### config.mk
export PLATFORM = sky130hd
export DESIGN_NAME = cpbd_front_flat
export DESIGN_NICKNAME = d
export VERILOG_FILES = /design/src/rtl/cpbd_pkg.sv /design/src/rtl/cpbd_in_if.sv /design/src/rtl/cpbd_front.sv /design/src/flat_wrapper.sv
export SDC_FILE = /design/constraint.sdc
export NUM_CORES = 1
export LEC_CHECK = 0
export BUFFER_PORTS_ARGS = -buffer_cell sky130_fd_sc_hd__buf_2
export CAP_MARGIN = 30
export CORE_MARGIN = 2
export CORE_UTILIZATION = 48
export DETAILED_ROUTE_END_ITERATION = 7
export HOLD_SLACK_MARGIN = 0.03
export PLACE_DENSITY = 0.84
export SLEW_MARGIN = 15
export SYNTH_ARGS = -nofsm -noshare
export SYNTH_HDL_FRONTEND = slang
export SYNTH_SLANG_ARGS = --single-unit
export TNS_END_PERCENT = 10
### constraint.sdc
create_clock -name i_clk -period 23.6 [get_ports i_clk]
set_clock_uncertainty 0.15 [all_clocks]
set_input_delay 2.36 -clock i_clk [delete_from_list [all_inputs] [get_ports i_clk]]
set_output_delay 2.36 -clock i_clk [all_outputs]
set_load 0.03 [all_outputs]
### src/rtl/cpbd_pkg.sv
// Shared widths, register codes, item types and the per-axis clipping function.
package cpbd_pkg;

    localparam int HEAT_W      = 16;
    localparam int OFFSET_W    = 16;
    localparam int SIZE_W      = 16;
    localparam int CELL_W      = 10;
    localparam int CLASS_W     = 4;
    localparam int PPC_W       = 24;
    localparam int FRAME_W     = 14;
    localparam int POS_W       = 13;
    localparam int PPC_FRAC    = 16;
    localparam int FRAC_BITS   = 25;
    localparam int CTR_SHIFT   = FRAC_BITS - PPC_FRAC;
    localparam int OP_W        = 21;
    localparam int PROD_W      = OP_W + PPC_W + 1;
    localparam int RND_W       = PROD_W - FRAC_BITS;
    localparam int CFG_IDX_W   = 2;
    localparam int CFG_DATA_W  = 24;
    localparam int QUEUE_DEPTH = 4;
    localparam int Q_PTR_W     = $clog2(QUEUE_DEPTH);
    localparam int Q_CNT_W     = $clog2(QUEUE_DEPTH + 1);

    localparam logic [FRAME_W-1:0] FRAME_MAX     = FRAME_W'(8192);
    localparam logic [HEAT_W-1:0]  RST_THRESHOLD = HEAT_W'(26214);
    localparam logic [PPC_W-1:0]   RST_PPC       = PPC_W'(262144);
    localparam logic [FRAME_W-1:0] RST_IMG_W     = FRAME_W'(1920);
    localparam logic [FRAME_W-1:0] RST_IMG_H     = FRAME_W'(1080);

    typedef enum logic [CFG_IDX_W-1:0] {
        CFG_SCORE_THRESHOLD = 2'd0,
        CFG_PIXELS_PER_CELL = 2'd1,
        CFG_IMG_W           = 2'd2,
        CFG_IMG_H           = 2'd3
    } t_cfg_reg;

    typedef struct packed {
        logic [HEAT_W-1:0]  score_threshold;
        logic [PPC_W-1:0]   pixels_per_cell;
        logic [FRAME_W-1:0] img_w;
        logic [FRAME_W-1:0] img_h;
    } t_cfg;

    // A kept peak with its corner operands in Q.9 cell units.
    typedef struct packed {
        logic signed [OP_W-1:0] lo_x;
        logic signed [OP_W-1:0] hi_x;
        logic signed [OP_W-1:0] lo_y;
        logic signed [OP_W-1:0] hi_y;
        logic [HEAT_W-1:0]      score;
        logic [CLASS_W-1:0]     out_class;
        logic [CELL_W-1:0]      peak_x;
        logic [CELL_W-1:0]      peak_y;
    } t_item;

    typedef struct packed {
        logic full;
        logic empty;
    } t_q_status;

    typedef struct packed {
        logic               ok;
        logic [POS_W-1:0]   start;
        logic [FRAME_W-1:0] len;
    } t_span;

    // Rounds both corner products half up, clips them to the frame and checks the span.
    function automatic t_span axis_clip(input logic signed [PROD_W-1:0] p_lo,
                                        input logic signed [PROD_W-1:0] p_hi,
                                        input logic [FRAME_W-1:0] limit);
        logic signed [RND_W-1:0] lo_r;
        logic signed [RND_W-1:0] hi_t;
        logic signed [RND_W:0]   hi_r;
        logic signed [RND_W:0]   lo_c;
        logic signed [RND_W:0]   hi_c;
        logic signed [RND_W:0]   lim_s;
        logic [FRAME_W-1:0]      lim;
        t_span                   s;
        lo_r = $signed(p_lo[PROD_W-1:FRAC_BITS])
             + $signed({{(RND_W-1){1'b0}}, p_lo[FRAC_BITS-1]});
        hi_t = $signed(p_hi[PROD_W-1:FRAC_BITS])
             + $signed({{(RND_W-1){1'b0}}, p_hi[FRAC_BITS-1]});
        hi_r = $signed({hi_t[RND_W-1], hi_t}) + $signed((RND_W+1)'(1));
        lim = (limit > FRAME_MAX) ? FRAME_MAX : limit;
        lim_s = $signed((RND_W+1)'(lim));
        lo_c = lo_r[RND_W-1] ? '0 : $signed({1'b0, lo_r});
        hi_c = (hi_r > lim_s) ? lim_s : hi_r;
        s.ok = hi_c > lo_c;
        s.start = POS_W'(lo_c);
        s.len = FRAME_W'(hi_c - lo_c);
        return s;
    endfunction

endpackage

### src/rtl/cpbd_in_if.sv
// Heatmap cell channel: valid, ready and one cell's fields.
interface cpbd_in_if;
    logic                                 valid;
    logic                                 ready;
    logic [cpbd_pkg::HEAT_W-1:0]          heat;
    logic [cpbd_pkg::HEAT_W-1:0]          pooled_heat;
    logic signed [cpbd_pkg::OFFSET_W-1:0] offset_x;
    logic signed [cpbd_pkg::OFFSET_W-1:0] offset_y;
    logic [cpbd_pkg::SIZE_W-1:0]          size_w;
    logic [cpbd_pkg::SIZE_W-1:0]          size_h;
    logic [cpbd_pkg::CELL_W-1:0]          cell_x;
    logic [cpbd_pkg::CELL_W-1:0]          cell_y;
    logic [cpbd_pkg::CLASS_W-1:0]         class_index;

    modport source (
        output valid, heat, pooled_heat, offset_x, offset_y, size_w, size_h,
               cell_x, cell_y, class_index,
        input  ready
    );
    modport sink (
        input  valid, heat, pooled_heat, offset_x, offset_y, size_w, size_h,
               cell_x, cell_y, class_index,
        output ready
    );
endinterface

### src/rtl/cpbd_front.sv
// Front end: accepts cells, picks out peaks and forms the corner operands.
module cpbd_front #(
    parameter int NUM_CLASSES = 16
) (
    input  logic                        i_clk,
    input  logic                        i_rst_n,
    cpbd_in_if.sink                     i_cell,
    input  logic [cpbd_pkg::HEAT_W-1:0] i_score_threshold,
    input  cpbd_pkg::t_q_status         i_q,
    output logic                        o_push,
    output cpbd_pkg::t_item             o_item
);
    import cpbd_pkg::*;

    logic                   r_valid;
    logic                   n_valid;
    t_item                  r_item;
    t_item                  n_item;
    logic                   take;
    logic                   accept;
    logic                   keep;
    logic                   class_ok;
    logic signed [OP_W-1:0] ctr_x;
    logic signed [OP_W-1:0] ctr_y;

    assign take = r_valid && !i_q.full;
    assign i_cell.ready = !r_valid || !i_q.full;
    assign accept = i_cell.valid && i_cell.ready;

    assign class_ok = 32'(i_cell.class_index) < NUM_CLASSES;
    assign keep = class_ok && (i_cell.heat == i_cell.pooled_heat)
               && (i_cell.pooled_heat > i_score_threshold);

    // Centre in Q.9 cells: the column shifted up plus twice the Q8.8 offset.
    assign ctr_x = $signed(OP_W'({i_cell.cell_x, {CTR_SHIFT{1'b0}}}))
                 + $signed({{(OP_W-OFFSET_W-1){i_cell.offset_x[OFFSET_W-1]}},
                            i_cell.offset_x, 1'b0});
    assign ctr_y = $signed(OP_W'({i_cell.cell_y, {CTR_SHIFT{1'b0}}}))
                 + $signed({{(OP_W-OFFSET_W-1){i_cell.offset_y[OFFSET_W-1]}},
                            i_cell.offset_y, 1'b0});

    always_comb begin
        n_item.lo_x = ctr_x - $signed(OP_W'(i_cell.size_w));
        n_item.hi_x = ctr_x + $signed(OP_W'(i_cell.size_w));
        n_item.lo_y = ctr_y - $signed(OP_W'(i_cell.size_h));
        n_item.hi_y = ctr_y + $signed(OP_W'(i_cell.size_h));
        n_item.score = i_cell.pooled_heat;
        n_item.out_class = i_cell.class_index;
        n_item.peak_x = i_cell.cell_x;
        n_item.peak_y = i_cell.cell_y;
    end

    assign n_valid = (accept && keep) || (r_valid && !take);

    always_ff @(posedge i_clk) begin
        if (!i_rst_n) begin
            r_valid <= 1'b0;
        end else begin
            r_valid <= n_valid;
        end
    end

    always_ff @(posedge i_clk) begin
        if (accept && keep) begin
            r_item <= n_item;
        end
    end

    assign o_push = take;
    assign o_item = r_item;

endmodule

### src/flat_wrapper.sv
// flat-port wrapper written by rule: the top's interface ports become plain ports
module cpbd_front_flat import cpbd_pkg::*;
#(
    parameter int NUM_CLASSES = 16
)
  (i_clk, i_rst_n, i_score_threshold, i_q, o_push, o_item, i_cell_valid, i_cell_heat, i_cell_pooled_heat, i_cell_offset_x, i_cell_offset_y, i_cell_size_w, i_cell_size_h, i_cell_cell_x, i_cell_cell_y, i_cell_class_index, i_cell_ready);
  cpbd_in_if i_cell_i ();
  input  logic i_clk;
  input  logic i_rst_n;
  input  logic [cpbd_pkg::HEAT_W-1:0] i_score_threshold;
  input  cpbd_pkg::t_q_status i_q;
  output logic o_push;
  output cpbd_pkg::t_item o_item;
  input wire logic [$bits(i_cell_i.valid)-1:0] i_cell_valid;
  input wire logic [$bits(i_cell_i.heat)-1:0] i_cell_heat;
  input wire logic [$bits(i_cell_i.pooled_heat)-1:0] i_cell_pooled_heat;
  input wire logic [$bits(i_cell_i.offset_x)-1:0] i_cell_offset_x;
  input wire logic [$bits(i_cell_i.offset_y)-1:0] i_cell_offset_y;
  input wire logic [$bits(i_cell_i.size_w)-1:0] i_cell_size_w;
  input wire logic [$bits(i_cell_i.size_h)-1:0] i_cell_size_h;
  input wire logic [$bits(i_cell_i.cell_x)-1:0] i_cell_cell_x;
  input wire logic [$bits(i_cell_i.cell_y)-1:0] i_cell_cell_y;
  input wire logic [$bits(i_cell_i.class_index)-1:0] i_cell_class_index;
  output wire logic [$bits(i_cell_i.ready)-1:0] i_cell_ready;
  assign i_cell_i.valid = i_cell_valid;
  assign i_cell_i.heat = i_cell_heat;
  assign i_cell_i.pooled_heat = i_cell_pooled_heat;
  assign i_cell_i.offset_x = i_cell_offset_x;
  assign i_cell_i.offset_y = i_cell_offset_y;
  assign i_cell_i.size_w = i_cell_size_w;
  assign i_cell_i.size_h = i_cell_size_h;
  assign i_cell_i.cell_x = i_cell_cell_x;
  assign i_cell_i.cell_y = i_cell_cell_y;
  assign i_cell_i.class_index = i_cell_class_index;
  assign i_cell_ready = i_cell_i.ready;
  cpbd_front #(.NUM_CLASSES(NUM_CLASSES)) u_core (.i_clk(i_clk), .i_rst_n(i_rst_n), .i_cell(i_cell_i), .i_score_threshold(i_score_threshold), .i_q(i_q), .o_push(o_push), .o_item(o_item));
endmodule
---- Yosys cells after proc, flatten, opt, wreduce, memory -nomap -nowiden ----
Index checks and enable logic that the tools add are counted.
Widths: inputs -> output; s select.
word-level totals
  bits in registers ....................... 125
  output and inout port bits .............. 126
  memory bits (writable) .................. 0
  latch bits .............................. 0
  ROM bits ................................ 0
  memories ................................ 0
operators by class
  equality and inequality tests ........... 1
  divide/modulo/power cells ............... 0
  mux-type cells .......................... 0
  bitwise logic cells ..................... 0
  reductions and logical operators ........ 10
  shifts and indexed selects .............. 0
  multipliers ............................. 0
  add/subtract/negate cells ............... 6
  $lt $le $gt $ge ......................... 1
operator list
  kind               count
  $add 20x17->21     2
  $add 21x17->21     2
  $sub 21x17->21     2
  $eq 16x16->1       1
  $gt 16x16->1       1
  $logic_and 1x1->1  5
  $logic_not 1->1    3
  $logic_or 1x1->1   2

---- Depth between registers and ports, before layout ----
  depth in word-level cells ............... 5
  gate-level depth with buffers ........... 14

---- Worst setup path before layout ----
Ideal clock, no wire load.
  path type ............................... input -> register
  from .................................... in i_score_threshold[1] (netlist bit)
  to ...................................... reg u_core.r_item, in the netlist u_core.o_item[0] (enable)
  data arrival time ....................... 22007 ps
  data required time ...................... 22202 ps
  setup slack ............................. 195 ps
  buffers on the path ..................... 0
  stages on the path ...................... 9
  setup time .............................. 1248 ps
  cell sequence ........................... inv_1 > ha_1 > nor2b_1 > o21a_1 > o21a_1 > o21a_1 > o21a_1 > o21ai_0 > a2111oi_0
between the ends
  word-level cells in the longest chain between the ends .. 3
ends and longest elaborated chain
  item                  RTL line            text
  from (decl)           flat_wrapper.sv:10  input logic [cpbd_pkg::HEAT_W-1:0] i_score_threshold;
  $gt 16x16->1          cpbd_front.sv:32    && (i_cell.pooled_heat > i_score_threshold);
  $logic_and 1x1->1     cpbd_front.sv:32
  $logic_and 1x1->1     cpbd_front.sv:64    if (accept && keep) begin
  to (signal assigned)  cpbd_front.sv:65    r_item <= n_item;
  to (decl)             cpbd_front.sv:17    t_item r_item;
No other way between the ends.
A chain may end at the register's enable or synchronous reset.

---- Worst setup path in the final report ----
  from .................................... in i_cell_pooled_heat[15]
  to ...................................... reg u_core.r_item, in the netlist u_core.o_item[116] (enable)
between the ends
  word-level cells in the longest chain between the ends .. 3
  elaborated cells between the ends (all ways) .. 4
ends and longest elaborated chain
  item                                                 RTL line                            text
  from (decl)                                          flat_wrapper.sv:16                  input wire logic [$bits(i_cell_i.pooled_heat)-1:0] i_cell_pooled_heat;
  $gt 16x16->1 / $eq 16x16->1 (equally long branches)  cpbd_front.sv:32, cpbd_front.sv:31
  $logic_and 1x1->1 (*)                                cpbd_front.sv:32
  $logic_and 1x1->1 (*)                                cpbd_front.sv:64
Mark *: on every way between the ends. The rest lies on a longest branch, timed or not.

==> results.md <==
- Status: completed
- Setup Crit Path Kind: input port to flip-flop
- Die height: 138 um
- Fmax: 164 MHz
- Synth warn: 0
- Commonest register cell after synthesis: edfxtp_1
- Final setup fails: 0
- Hold WC Path Type: flip-flop to flip-flop
- Crit path cell chain: buf_2 > ha_1 > nand4_1 > nor3_1 > a2111oi_0 > buf_1 > a2111oi_2 > buf_4 > buf_4
- Antenna violations before repair: 6
- Chip width: 138 um
- Fin nets: 1338
- Largest net degree at the start of global routing: 67
- Layout Area Growth over Synthesis: 24.7%
- Lkg Pwr: 4.84 nW
- Library cells used by synthesis: 72
- Critical path fanouts, max: 66
- Fraction of layout cells with a size suffix above 1: 27.7%
- CTS tree: yes
- Max-slew headroom: 35.1%
- Asr flop ratio synth: 0%
- Port bufs: 265
- Vias per cell: 5.30
- Vias in the first global route: 7234
- Post-CTS Setup Bufs: 0
- Wirelength, routed: 21100 um
- I/O Pins: 267
- Inst Count DP: 1301
- Global-route wire length before repair: 34300 um
- Post-Syn Nets: 1070
- Final HPWL DP: 16700 um
- TNS Setup: 0 ps
- CP max stage delay: 910 ps
- Critical-path top delay cell: a2111oi_2
- Total clock sinks: 123
- Final total power: 0.000719 W
- Crit start category: input port
- CTS Hold Bufs: 0
- Initial DRC count: 330
- Clock Latency Late Sink: 420 ps
- CP Capture Type: flip-flop
- Initial core utilization: 48.5%
- Smallest hold slack: 451 ps
- Syn Inst Count: 823
- Htree depth: 4
- Number of synthesized flops with an enable pin: 122
- Worst VDD drop: 0.0000488 V
- ANT nets after route: 0
- RSZ-0062 raised after global routing: no
- CORE AREA: 17800 um2
- Worst Tran Pin Value: 972 ps
- Rows: 49
- Final Hold Viols: 0
- Syn_area_per_cell: 10.5 um2
- Max Slew Vio Count: 0
- Global route total overflow: 0
- Max Root-Sink Buffers: 2
- Worst-path clk slew: 50 ps
- Yosys reg bits: 123
- Pwr dens: 66.6 nW/um2
- Wire per inst: 15.8 um
- Num CTS Buffers: 17
- Max-Cap Viols: 0
- WP data required: 23490 ps
- Root Driver: clkbuf_16
- Worst Slack Setup Final: 17500 ps
- Die ar.: 19100 um2
- Initial DRT Pass Iterations: 5
- Non-filler cells, final: 1337
- Global-route total usage across every layer: 22.2%
- Routability cong.: 0.866
- Final Cycle Share: 25.9%
- Place WS: 17010 ps
- Synthesized cell area: 8660 um2
- Most frequent CP cell: buf_4
- Minimum clock period: 6100 ps
- WP data arrival: 6000 ps
- CTS resizes: 0
- Register area share after synthesis: 42.5%
- Post-route DRC: 0
- Via count: 7085
placed cells by master (no fill, tap or decap), types with 20 or more instances in the layout:
cell / Yosys / routed
ha_1: 100 / 100
edfxtp_1: 122 / 122
buf_2: 3 / 265
xnor2_1: 77 / 77
a21oi_1: 62 / 62
nor2_1: 55 / 55
xor2_1: 27 / 27
nor3_1: 20 / 20
nand2_1: 28 / 28
inv_1: 93 / 93
routing by layer:
| layer | wire length [um] | global-route usage [%] |
|---|---|---|
| met5 | 8 | 0 |
| met4 | 628 | 9.77 |
| met3 | 1440 | 6.37 |
| met2 | 10900 | 41.0 |
| met1 | 8120 | 23.6 |
registers in the layout, indices dropped and copies added (netlist names):
name and count:
u_core.r_valid 1, u_core.o_item 122
cell type report:
class / instances / area (um2)
antenna: 5 / 12.5
clock buffer: 19 / 433
clock inverter: 12 / 150
fill: 1461 / 7050
inverter: 94 / 353
multi-input combinational: 587 / 4530
sequential: 123 / 3680
tap: 229 / 287
timing repair buffer: 268 / 1350
stage by stage:
step           util (%)  cell area, um2
5_1_grt            60.5           10800
4_1_cts            60.4           10800
3_3_place_gp       57.1           10200
6_report           60.5           10800
2_1_floorplan         -            8660
3_5_place_dp       57.2           10200
synthesized netlist by cell type (16+ instances only):
cell type	n	area [um2]
edfxtp_1	122	3660
ha_1	100	1250
inv_1	93	349
xnor2_1	77	674
a21oi_1	62	310
nor2_1	55	206
nand2_1	28	105
xor2_1	27	236
nor3_1	20	100
a21o_1	18	135
nand2b_1	18	113
o21ai_0	17	85.1
nor2b_1	16	100
power by group:
part	leakage (nW)	total (W)	switching, W	internal (W)
registers	1.10	0.000253	0.000000000647	0.000253
logic	3.46	0.000205	0.000118	0.0000878
clock network	0.279	0.000260	0.0000957	0.000165
worst paths after layout:
| path | startpoint | end | slack (ps) | cells past startpoint |
|---|---|---|---|---|
| max reg2reg | u_core.r_valid$_SDFF_PN0_ | u_core.o_item[116]$_DFFE_PP_ | 19900 | 7 |
| min reg2reg | u_core.r_valid$_SDFF_PN0_ | u_core.r_valid$_SDFF_PN0_ | 450 | 2 |
| max | i_cell_pooled_heat[15] | u_core.o_item[116]$_DFFE_PP_ | 17500 | 9 |
| min | u_core.r_valid$_SDFF_PN0_ | u_core.r_valid$_SDFF_PN0_ | 450 | 2 |
cell families (layout without fill, tap and decap cells):
kind of cell               after synthesis  after routing  synth area share, %
buffers and inverters                  113            393                 5.20
other                                    0              5                    0
AOI/OAI and AO/OA                      185            185                 14.4
adders and majority gates              106            106                 15.8
xor gates and xnor gates               104            104                 10.5
DFF                                    123            123                 42.5
and+or+nand+nor                        192            192                 11.5
worst max-delay path: cells and delay by family:
kind | cells | cell delay (ps)
simple gates | 2 | 460
compound gates | 2 | 1040
fa+ha+maj | 1 | 300
buf+inv | 4 | 1720
(Power assumes the default switching activity.)
