`config.mk`:
```
export PLATFORM = sky130hd
export DESIGN_NAME = cpbd_queue
export DESIGN_NICKNAME = d
export VERILOG_FILES = /design/src/rtl/cpbd_pkg.sv /design/src/rtl/cpbd_queue.sv
export SDC_FILE = /design/constraint.sdc
export NUM_CORES = 1
export LEC_CHECK = 0
export ABC_AREA = 1
export BUFFER_PORTS_ARGS = -buffer_cell sky130_fd_sc_hd__buf_2
export CAP_MARGIN = 20
export CORE_ASPECT_RATIO = 1.75
export CORE_MARGIN = 10
export CORE_UTILIZATION = 35
export DETAILED_ROUTE_END_ITERATION = 16
export PLACE_DENSITY = 0.64
export SETUP_SLACK_MARGIN = 0.4
export SKIP_LAST_GASP = 1
export SYNTH_ARGS = -nofsm -noshare
export SYNTH_HDL_FRONTEND = slang
export SYNTH_SLANG_ARGS = --single-unit
export TNS_END_PERCENT = 50
```
`constraint.sdc`:
```
create_clock -name i_clk -period 3.5 [get_ports i_clk]
set_clock_uncertainty 0.05 [all_clocks]
set_input_delay 0.35 -clock i_clk [delete_from_list [all_inputs] [get_ports i_clk]]
set_output_delay 0.35 -clock i_clk [all_outputs]
set_load 0.05 [all_outputs]
```
`src/rtl/cpbd_pkg.sv`:
```
// Shared widths, register codes, item types and the per-axis clipping function.
package cpbd_pkg;

    localparam int HEAT_W      = 16;
    localparam int OFFSET_W    = 16;
    localparam int SIZE_W      = 16;
    localparam int CELL_W      = 10;
    localparam int CLASS_W     = 4;
    localparam int PPC_W       = 24;
    localparam int FRAME_W     = 14;
    localparam int POS_W       = 13;
    localparam int PPC_FRAC    = 16;
    localparam int FRAC_BITS   = 25;
    localparam int CTR_SHIFT   = FRAC_BITS - PPC_FRAC;
    localparam int OP_W        = 21;
    localparam int PROD_W      = OP_W + PPC_W + 1;
    localparam int RND_W       = PROD_W - FRAC_BITS;
    localparam int CFG_IDX_W   = 2;
    localparam int CFG_DATA_W  = 24;
    localparam int QUEUE_DEPTH = 4;
    localparam int Q_PTR_W     = $clog2(QUEUE_DEPTH);
    localparam int Q_CNT_W     = $clog2(QUEUE_DEPTH + 1);

    localparam logic [FRAME_W-1:0] FRAME_MAX     = FRAME_W'(8192);
    localparam logic [HEAT_W-1:0]  RST_THRESHOLD = HEAT_W'(26214);
    localparam logic [PPC_W-1:0]   RST_PPC       = PPC_W'(262144);
    localparam logic [FRAME_W-1:0] RST_IMG_W     = FRAME_W'(1920);
    localparam logic [FRAME_W-1:0] RST_IMG_H     = FRAME_W'(1080);

    typedef enum logic [CFG_IDX_W-1:0] {
        CFG_SCORE_THRESHOLD = 2'd0,
        CFG_PIXELS_PER_CELL = 2'd1,
        CFG_IMG_W           = 2'd2,
        CFG_IMG_H           = 2'd3
    } t_cfg_reg;

    typedef struct packed {
        logic [HEAT_W-1:0]  score_threshold;
        logic [PPC_W-1:0]   pixels_per_cell;
        logic [FRAME_W-1:0] img_w;
        logic [FRAME_W-1:0] img_h;
    } t_cfg;

    // A kept peak with its corner operands in Q.9 cell units.
    typedef struct packed {
        logic signed [OP_W-1:0] lo_x;
        logic signed [OP_W-1:0] hi_x;
        logic signed [OP_W-1:0] lo_y;
        logic signed [OP_W-1:0] hi_y;
        logic [HEAT_W-1:0]      score;
        logic [CLASS_W-1:0]     out_class;
        logic [CELL_W-1:0]      peak_x;
        logic [CELL_W-1:0]      peak_y;
    } t_item;

    typedef struct packed {
        logic full;
        logic empty;
    } t_q_status;

    typedef struct packed {
        logic               ok;
        logic [POS_W-1:0]   start;
        logic [FRAME_W-1:0] len;
    } t_span;

    // Rounds both corner products half up, clips them to the frame and checks the span.
    function automatic t_span axis_clip(input logic signed [PROD_W-1:0] p_lo,
                                        input logic signed [PROD_W-1:0] p_hi,
                                        input logic [FRAME_W-1:0] limit);
        logic signed [RND_W-1:0] lo_r;
        logic signed [RND_W-1:0] hi_t;
        logic signed [RND_W:0]   hi_r;
        logic signed [RND_W:0]   lo_c;
        logic signed [RND_W:0]   hi_c;
        logic signed [RND_W:0]   lim_s;
        logic [FRAME_W-1:0]      lim;
        t_span                   s;
        lo_r = $signed(p_lo[PROD_W-1:FRAC_BITS])
             + $signed({{(RND_W-1){1'b0}}, p_lo[FRAC_BITS-1]});
        hi_t = $signed(p_hi[PROD_W-1:FRAC_BITS])
             + $signed({{(RND_W-1){1'b0}}, p_hi[FRAC_BITS-1]});
        hi_r = $signed({hi_t[RND_W-1], hi_t}) + $signed((RND_W+1)'(1));
        lim = (limit > FRAME_MAX) ? FRAME_MAX : limit;
        lim_s = $signed((RND_W+1)'(lim));
        lo_c = lo_r[RND_W-1] ? '0 : $signed({1'b0, lo_r});
        hi_c = (hi_r > lim_s) ? lim_s : hi_r;
        s.ok = hi_c > lo_c;
        s.start = POS_W'(lo_c);
        s.len = FRAME_W'(hi_c - lo_c);
        return s;
    endfunction

endpackage

```
`src/rtl/cpbd_queue.sv`:
```
// Short queue of kept peaks between the front end and the box arithmetic.
module cpbd_queue (
    input  logic                i_clk,
    input  logic                i_rst_n,
    input  logic                i_push,
    input  cpbd_pkg::t_item     i_item,
    input  logic                i_pop,
    output cpbd_pkg::t_item     o_item,
    output cpbd_pkg::t_q_status o_status
);
    import cpbd_pkg::*;

    t_item              r_mem [QUEUE_DEPTH];
    logic [Q_PTR_W-1:0] r_wr;
    logic [Q_PTR_W-1:0] r_rd;
    logic [Q_CNT_W-1:0] r_count;
    logic [Q_PTR_W-1:0] n_wr;
    logic [Q_PTR_W-1:0] n_rd;
    logic [Q_CNT_W-1:0] n_count;

    always_comb begin
        n_wr = r_wr;
        n_rd = r_rd;
        n_count = r_count;
        if (i_push) begin
            n_wr = (r_wr == Q_PTR_W'(QUEUE_DEPTH - 1)) ? '0 : r_wr + Q_PTR_W'(1);
        end
        if (i_pop) begin
            n_rd = (r_rd == Q_PTR_W'(QUEUE_DEPTH - 1)) ? '0 : r_rd + Q_PTR_W'(1);
        end
        if (i_push && !i_pop) begin
            n_count = r_count + Q_CNT_W'(1);
        end else if (i_pop && !i_push) begin
            n_count = r_count - Q_CNT_W'(1);
        end
    end

    always_ff @(posedge i_clk) begin
        if (!i_rst_n) begin
            r_wr <= '0;
            r_rd <= '0;
            r_count <= '0;
        end else begin
            r_wr <= n_wr;
            r_rd <= n_rd;
            r_count <= n_count;
        end
    end

    always_ff @(posedge i_clk) begin
        if (i_push) begin
            r_mem[r_wr] <= i_item;
        end
    end

    assign o_item = r_mem[r_rd];
    assign o_status.full = r_count == Q_CNT_W'(QUEUE_DEPTH);
    assign o_status.empty = r_count == '0;

    a_count_bound: assert property (@(posedge i_clk) disable iff (!i_rst_n)
        r_count <= Q_CNT_W'(QUEUE_DEPTH))
        else $error("queue fill count beyond its depth");

    a_no_overrun: assert property (@(posedge i_clk) disable iff (!i_rst_n)
        (i_push && o_status.full) || (i_pop && o_status.empty) |-> 1'b0)
        else $error("queue pushed while full or popped while empty");

endmodule

```
# Word level (Yosys, flattened, before mapping)
# Memory sizes are Yosys's and may differ from the RTL's. A register that Yosys moved wholly into a read port is not among the register bits.
# Cells that the tools add are included.
[word_totals] out_inout_bits=126 ff_bits=7 mem_bits_rw=496 wordCells=25 memories=1
[mem_list] name="r_mem" words=4 word_bits=124 read_ports=1 rd_clocked_by_memory_dff=1 write_ports=1 line="cpbd_queue.sv:13" source="t_item r_mem [QUEUE_DEPTH];"
[op_classes] muxes=8 n_eq_ne=3 n_reduce_logical=6 add_sub_neg=4
[op_table] op="$mux 2" n=4
[op_table] op="$mux 3" n=2
[op_table] op="$add 2x1->2 const B" n=2
[op_table] op="$eq 2x2->1 const B" n=2
[op_table] op="$add 3x1->3 const B" n=1
[op_table] op="$eq 3x3->1 const B" n=1
[op_table] op="$logic_not 3->1" n=1
[op_table] op="$sub 3x1->3 const B" n=1
[op_table] op="$logic_and 1x1->1" n=2
[op_table] op="$logic_not 1->1" n=2
[op_table] op="$mux 1" n=2
[op_table] op="$reduce_bool 2->1" n=1

# Depth between registers and ports, before layout
# Gate-level depths: netlist of run 1.
[logic_depth] depth_word=4 ltp_mapped=10

# Worst setup path after synthesis of run 1
# No wires, ideal clock.
[synth_path] path_type="register to register" from="register r_wr[0]" to="memory r_mem[3][0] (netlist bit) (enable)" path_stages_with_launch=4 arrival_ns=2.980 path_buffers=0 setup_time_ns=0.477 setup_slack_ns=-0.007 path_cell_list="dfxtp_1 > ha_1 > nand2_1 > inv_1"
[synth_rtl] item="from (decl)" line="cpbd_queue.sv:14" source="logic [Q_PTR_W-1:0] r_wr;"
[synth_rtl] item="from (signal assigned)" line="cpbd_queue.sv:44" source="r_wr <= n_wr;"
[synth_rtl] item="to (decl)" line="cpbd_queue.sv:13"
# No word-level cell before the write port.

==> reports/metrics.yaml, run 1 <==
multiInputGateArea_um2: 3170
p_per_area_nw_per_um2: 592
cts_root_buf: "clkbuf_16"
yosys-top-cells-count: "edfxtp_1, nor2_1, o21ai_0, o22ai_1, o21ai_1"
drt.antenna.violating_nets: 0
synth_edf_count: 496
dp_hpwl_mm: 27.4
yosysWarnings: 0
critical_path_required_ns: 3.10
synth_top_area_share_pct: 79.0
p_leak_nw: 8.15
slew_violations: 0
avgViaCountPerCell: 5.03
seq_area_um2: 15100
hold_depth: 3
pre_cts_slack_ns: 0.948
cts_buffers: 44
syn_avg_cell_area_um2: 15.0
track_usage_pct: 13.9
rsz0062_at_grt: "no"
wl_per_cell_um: 19.7
num-fill-cells: 4641
max_freq_mhz: 327
place_area_um2: 20800
insertion_delay_ns: 0.56
synth_cell_types: 22
htreeDepth: 2
fp.dieW_um: 195
dp_cells: 2136
total_power_mw: 13.9
design_area_um2: 23500
synth_ff_type: "edfxtp_1"
firstDrtPassIters: 7
async_flop_share_pct: 0
io_pins: 254
worst_setup_path_start_kind: "flip-flop"
final-instance-count-excl-fill: 2342
cp_max_fo: 128
synth_cells: 1257
core_area_um2: 53400
drive_gt1_share_pct: 20.9
cts_tree: "done"
criticalPathCategory: "reg -> out"
arrival_ns: 2.66
rrSetupSlack_ns: 1.55
finalSetupViolations: 0
place_congestion: 0.760
antenna_found_initial: 6
worst_setup_path_end_kind: "primary output"
netlist_area_um2: 18900
grt_pass1_vias: 12461
layout.nets: 1759
clkTransAtPathRegs_ns: 0.07
grt_max_degree: 129
min-delay-start: "i_pop"
grt_pass1_wl_mm: 70.8
timing.rr.start: "r_wr[1]$_SDFFE_PN0P_"
worst_slew_pin_slew_ns: 0.832
syn2layout_area_growth_pct: 24.6
min_to: "r_rd[1]$_SDFFE_PN0P_"
cap_viol_max_count: 0
hold_viol: 0
drc: 0
core.rowCount: 112
final.min_clock_period_ns: 3.06
slew_headroom_pct: 44.5
routed_wl_mm: 46.0
r2r_end: "r_mem[1][56]$_DFFE_PP_"
start_util_pct: 35.3
min_path_type: "in -> reg"
cts_sinks: 505
status: "finished clean"
ys_ff_latch: 505
die_h_um: 327
synth_fp_nets: 1392
drtIter0Drc: 728
fin_setup_tns_ns: 0
min_period_over_period_pct: 87.4
yosysMostFrequentCell: "edfxtp_1"
vias: 11769
dieArea_um2: 63900
seq_area_frac_synth_pct: 79.9
r2r_cells: 5
grt-ovfl-total: 0
synth_area_leaders: "edfxtp_1, nor2_1, o22ai_1"
yosysTopAreaCell: "edfxtp_1"
clockBufferDepth: 3
port_buffers: 253
ir_worst_vdd_mv: 0.702
postLayoutSetupSlackWorst_ns: 0.442
## registers in the layout, summed over array words and instances (netlist names), named ones only
signal   count
r_wr         2
r_mem      496
r_rd         2
r_count      3
## timing repair
item / 4_1_cts / 5_1_grt
hold endpoints to repair: 497 / 0
pin swaps: 0 / 0
hold buffers: 125 / 0
gates resized for setup: 1 / 1
buffers inserted: 0 / 1
setup endpoints to repair: 10 / 51
## routing by layer
layer / wire length [µm] / GRT usage (%) / vias to the layer above
met3: 2610 / 2.93 / 83
met2: 24700 / 25.5 / 338
met5: 41 / 0 / -
li1: - / - / 5506
met4: 1300 / 5.73 / 6
met1: 17400 / 15.2 / 5836
## critical path, stage by stage (launching register included)
cell and delay (ns):
dfxtp_4 0.60, buf_16 0.31, o21ai_0 0.22, o22ai_1 0.32, buf_2 0.33
## per-stage QoR
stage | hold WS [ns] | utilization [%]
3_5_place_dp | 0.479 | 38.9
6_report | 0.0769 | 44.0
5_1_grt | 0.0850 | 44.0
2_1_floorplan | 0.399 | -
3_3_place_gp | 0.451 | 38.9
4_1_cts | 0.0489 | 43.9
## power by group
group | leakage, nW | switching [mW] | internal, mW
Clock | 0.684 | 2.08 | 2.72
Combinational | 2.84 | 1.59 | 0.531
Sequential | 4.63 | 0.0718 | 6.91
Total | 8.15 | 3.74 | 10.2
## kinds of logic (layout without fill, tap and decap cells)
group,Yosys count,count (layout),synth area share (%)
flip-flops,505,505,79.9
AO/OA/AOI/OAI,378,378,10.9
AND/OR/NAND/NOR,270,270,5.42
buffers and inverters,96,494,3.24
adder cells (fa/ha/maj),7,7,0.504
XOR/XNOR,1,1,0.0465
other,0,3,0
## cell type report
| type | instances | share of cell area (%) |
|---|---|---|
| Antenna cell | 3 | 0.0320 |
| Clock buffer | 50 | 4.87 |
| Clock inverter | 27 | 1.13 |
| Inverter | 16 | 0.394 |
| Multi-Input combinational cell | 656 | 13.5 |
| Sequential cell | 505 | 64.2 |
| Tap cell | 684 | 3.64 |
| Timing Repair Buffer | 401 | 12.2 |
## cells in the final DEF (no fill, tap or decap), drive strengths merged
master / count
nand4: 1
bufinv: 5
nand3: 1
clkinv: 17
ha: 6
nor3: 4
nor2: 256
buf: 276
dlygate4sd3: 125
nand2: 8
o22ai: 124
o21ai: 251
dfxtp: 9
clkbuf: 50
fa: 1
diode: 3
clkinvlp: 5
xor2: 1
inv: 16
edfxtp: 496
a21oi: 3
## worst max path at each step
stage / cells past startpoint / to
after floorplan: 4 / r_mem[0][0]$_DFFE_PP_
after global placement: 5 / o_item[55]
after detailed placement: 5 / o_item[118]
after CTS: 4 / o_item[61]
after global routing: 4 / o_item[74]
final: 4 / o_item[61]
Power figures use the tool's default switching activity.
==> inputs of run 2 (changes only) <==
PLACE_DENSITY = 0.62   (was 0.64)
clock period = 3.85 ns   (was 3.5 ns; I/O delays follow)
==> run 2 against run 1 <==
  * Sequential share of layout area decreased by 0.19 points
  * Sequential power decreased by 9.0%
  * Clock power decreased by 1%
  * Worst hold slack got worse by 0.030 ns
  * Global-route usage increased by 0.13 points
  * Register-to-register slack improved by 0.25 ns
  * Setup slack improved by 0.29 ns
  * Highest routed layer is now met4
==> reports/metrics.yaml, run 2 (synthesis gave the netlist of run 1 again) <==
max_freq_mhz: 321
path_depth: 5  # +1
final-instance-count-excl-fill: 2349  # +0.30%
critPathSlowestCell: "inv_8"
ir_worst_vdd_mv: 0.596  # -15%
grt_busiest_layer: "met2"
grt_util_met3_pct: 3.02  # +0.092 points
die_h_um: 327  # unchanged
criticalPathCategory: "reg -> out"
cts_root_buf: "clkbuf_16"
postLayoutSetupSlackWorst_ns: 0.732  # +0.289 ns
drtIter0Drc: 654  # -10%
hold_viol: 0  # unchanged
p_leak_nw: 8.20  # +0.51%
hold_ws_ns: 0.0474  # -0.0295 ns
status: "finished clean"
clockBufferDepth: 3  # unchanged
cap_viol_max_count: 0  # unchanged
track_usage_pct: 14.1  # +0.13 points
insertion_delay_ns: 0.56  # about the same
grt_pass1_vias: 12612  # +1.2%
drive_gt1_share_pct: 21.1  # +0.20 points
crit_path_cell_trace: "inv_8 > buf_12 > o21ai_0 > o22ai_1 > buf_2"
io_pins: 254  # unchanged
fin_setup_tns_ns: 0  # unchanged
met1_usage_pct: 15.3  # +0.11 points
worst_setup_path_end_kind: "primary output"
top_regs: "r_mem (496), r_count (3)"
worst_setup_path_start_kind: "flip-flop"
pre_cts_slack_ns: 1.34  # +0.389 ns
dieArea_um2: 63900  # unchanged
total_power_mw: 13.0  # -6.5%
design_area_um2: 23600  # +0.30%
slew_violations: 0  # unchanged
fp.dieW_um: 195  # unchanged
avgViaCountPerCell: 5.02  # about the same
min_period_over_period_pct: 81.0
drc: 0  # unchanged
start_util_pct: 35.3  # unchanged
wl_per_cell_um: 19.8  # +0.89%
cp_top_family: "buffers and inverters"
dp_cells: 2134  # -0.094%
grt-ovfl-total: 0  # unchanged
worst_slew_pin_slew_ns: 0.883  # +0.0501 ns
htreeDepth: 2  # unchanged
p_per_area_nw_per_um2: 552  # -6.8%
hold_depth: 1  # -2
core_area_um2: 53400  # unchanged
dp_hpwl_mm: 27.5  # +0.34%
seq_area_um2: 15100  # unchanged
cts_sinks: 505  # unchanged
critical_path_required_ns: 3.41  # +0.31 ns
registers.top_by_ff_count: "r_mem"
firstDrtPassIters: 4  # -3
grt_pass1_wl_mm: 71.4  # +0.93%
rsz0062_at_grt: "no"
multiInputGateArea_um2: 3170  # unchanged
place_area_um2: 20700  # -0.19%
finalSetupViolations: 0  # unchanged
core.rowCount: 112  # unchanged
num-fill-cells: 4806  # +3.6%
largest_reg_flops: 496  # unchanged
cp_max_fo: 121  # -5.5%
drt.antenna.violating_nets: 0  # unchanged
place_congestion: 0.732  # -3.6%
slew_headroom_pct: 41.2  # -3.3 points
cts_buffers: 46  # +4.5%
arrival_ns: 2.68  # +0.02 ns
min_path_type: "in -> reg"
postCtsSetupRepairBufs: 0  # unchanged
layout_commonest_cell: "edfxtp_1"
clkTransAtPathRegs_ns: 0.06  # about the same
layout.nets: 1757  # -0.11%
utilization_pct: 44.1  # +0.13 points
port_buffers: 253  # unchanged
grt_max_degree: 143  # +11%
final_cell_mix: "edfxtp_1, nor2_1, buf_2"
max_stage_delay_ns: 0.45  # -0.15 ns
antenna_found_initial: 8  # +2
r2r_cells: 5  # unchanged
cts_tree: "done"
syn2layout_area_growth_pct: 24.9
met2_usage_pct: 26.0  # +0.48 points
vias: 11803  # +0.29%
final.min_clock_period_ns: 3.12
critPathBufInv: 3  # +1
routed_wl_mm: 46.6  # +1.2%
run 2: cell count changes in the layout (fill, tap and decap cells not counted):
cell,previous run,this run
buf_12,11,10
diode_2,3,7
buf_16,2,0
dlygate4sd3_1,125,124
inv_12,1,0
inv_8,0,1
clkinv_2,6,8
bufinv_16,5,8
clkbuf_1,5,8
clkinv_4,1,0
clkbuf_16,45,47
clkinv_1,10,7
clkinvlp_4,5,4
inv_6,4,6
run 2: worst reg2reg max path, cell delays in order, from the launching register on:
cell and delay, ns:
dfxtp_1 0.35, inv_1 0.10, ha_1 0.15, nand2_1 0.10
inv_6 0.41, buf_4 0.51
run 2: metal layers:
layer / up-vias / routed length, µm / part of all wire, %
li1: 5495 / - / -
met1: 5896 / 17400 / 37
met2: 355 / 25300 / 54
met3: 57 / 2930 / 6.3
met4: 0 / 965 / 2.1
met5: - / 0 / 0
run 2: path summary, 6_finish.rpt:
path	start	endpoint	slack, ns
worst min register to register	r_wr[1]$_SDFFE_PN0P_	r_wr[1]$_SDFFE_PN0P_	0.48
worst max-delay path	flip-flop	o_item[118]	0.73
worst min-delay path	i_item[61]	r_mem[2][61]$_DFFE_PP_	0.05
worst max register to register	r_wr[0]$_SDFFE_PN0P_	r_mem[0][70]$_DFFE_PP_	1.80
run 2: power by group:
group	internal [mW]	switching [mW]	leakage (nW)
Clock	2.78	1.95	0.762
Sequential	6.28	0.0652	4.63
Combinational	0.472	1.44	2.80
Total	9.54	3.45	8.20
run 2: timing repair:
item | in CTS | in global routing
endpoints found under the hold margin | 493 | 0
hold buffers | 124 | 0
resized for setup | 0 | 0
run 2: area by class of cell:
cell class              instances  area share, %
diodes                          7         0.0743
clock buffers                  55           5.12
clock inverters                29           1.51
inverters                      16          0.372
multi-input cells             656           13.5
flip-flops and latches        505           64.0
well taps                     684           3.63
repair buffers                397           11.8
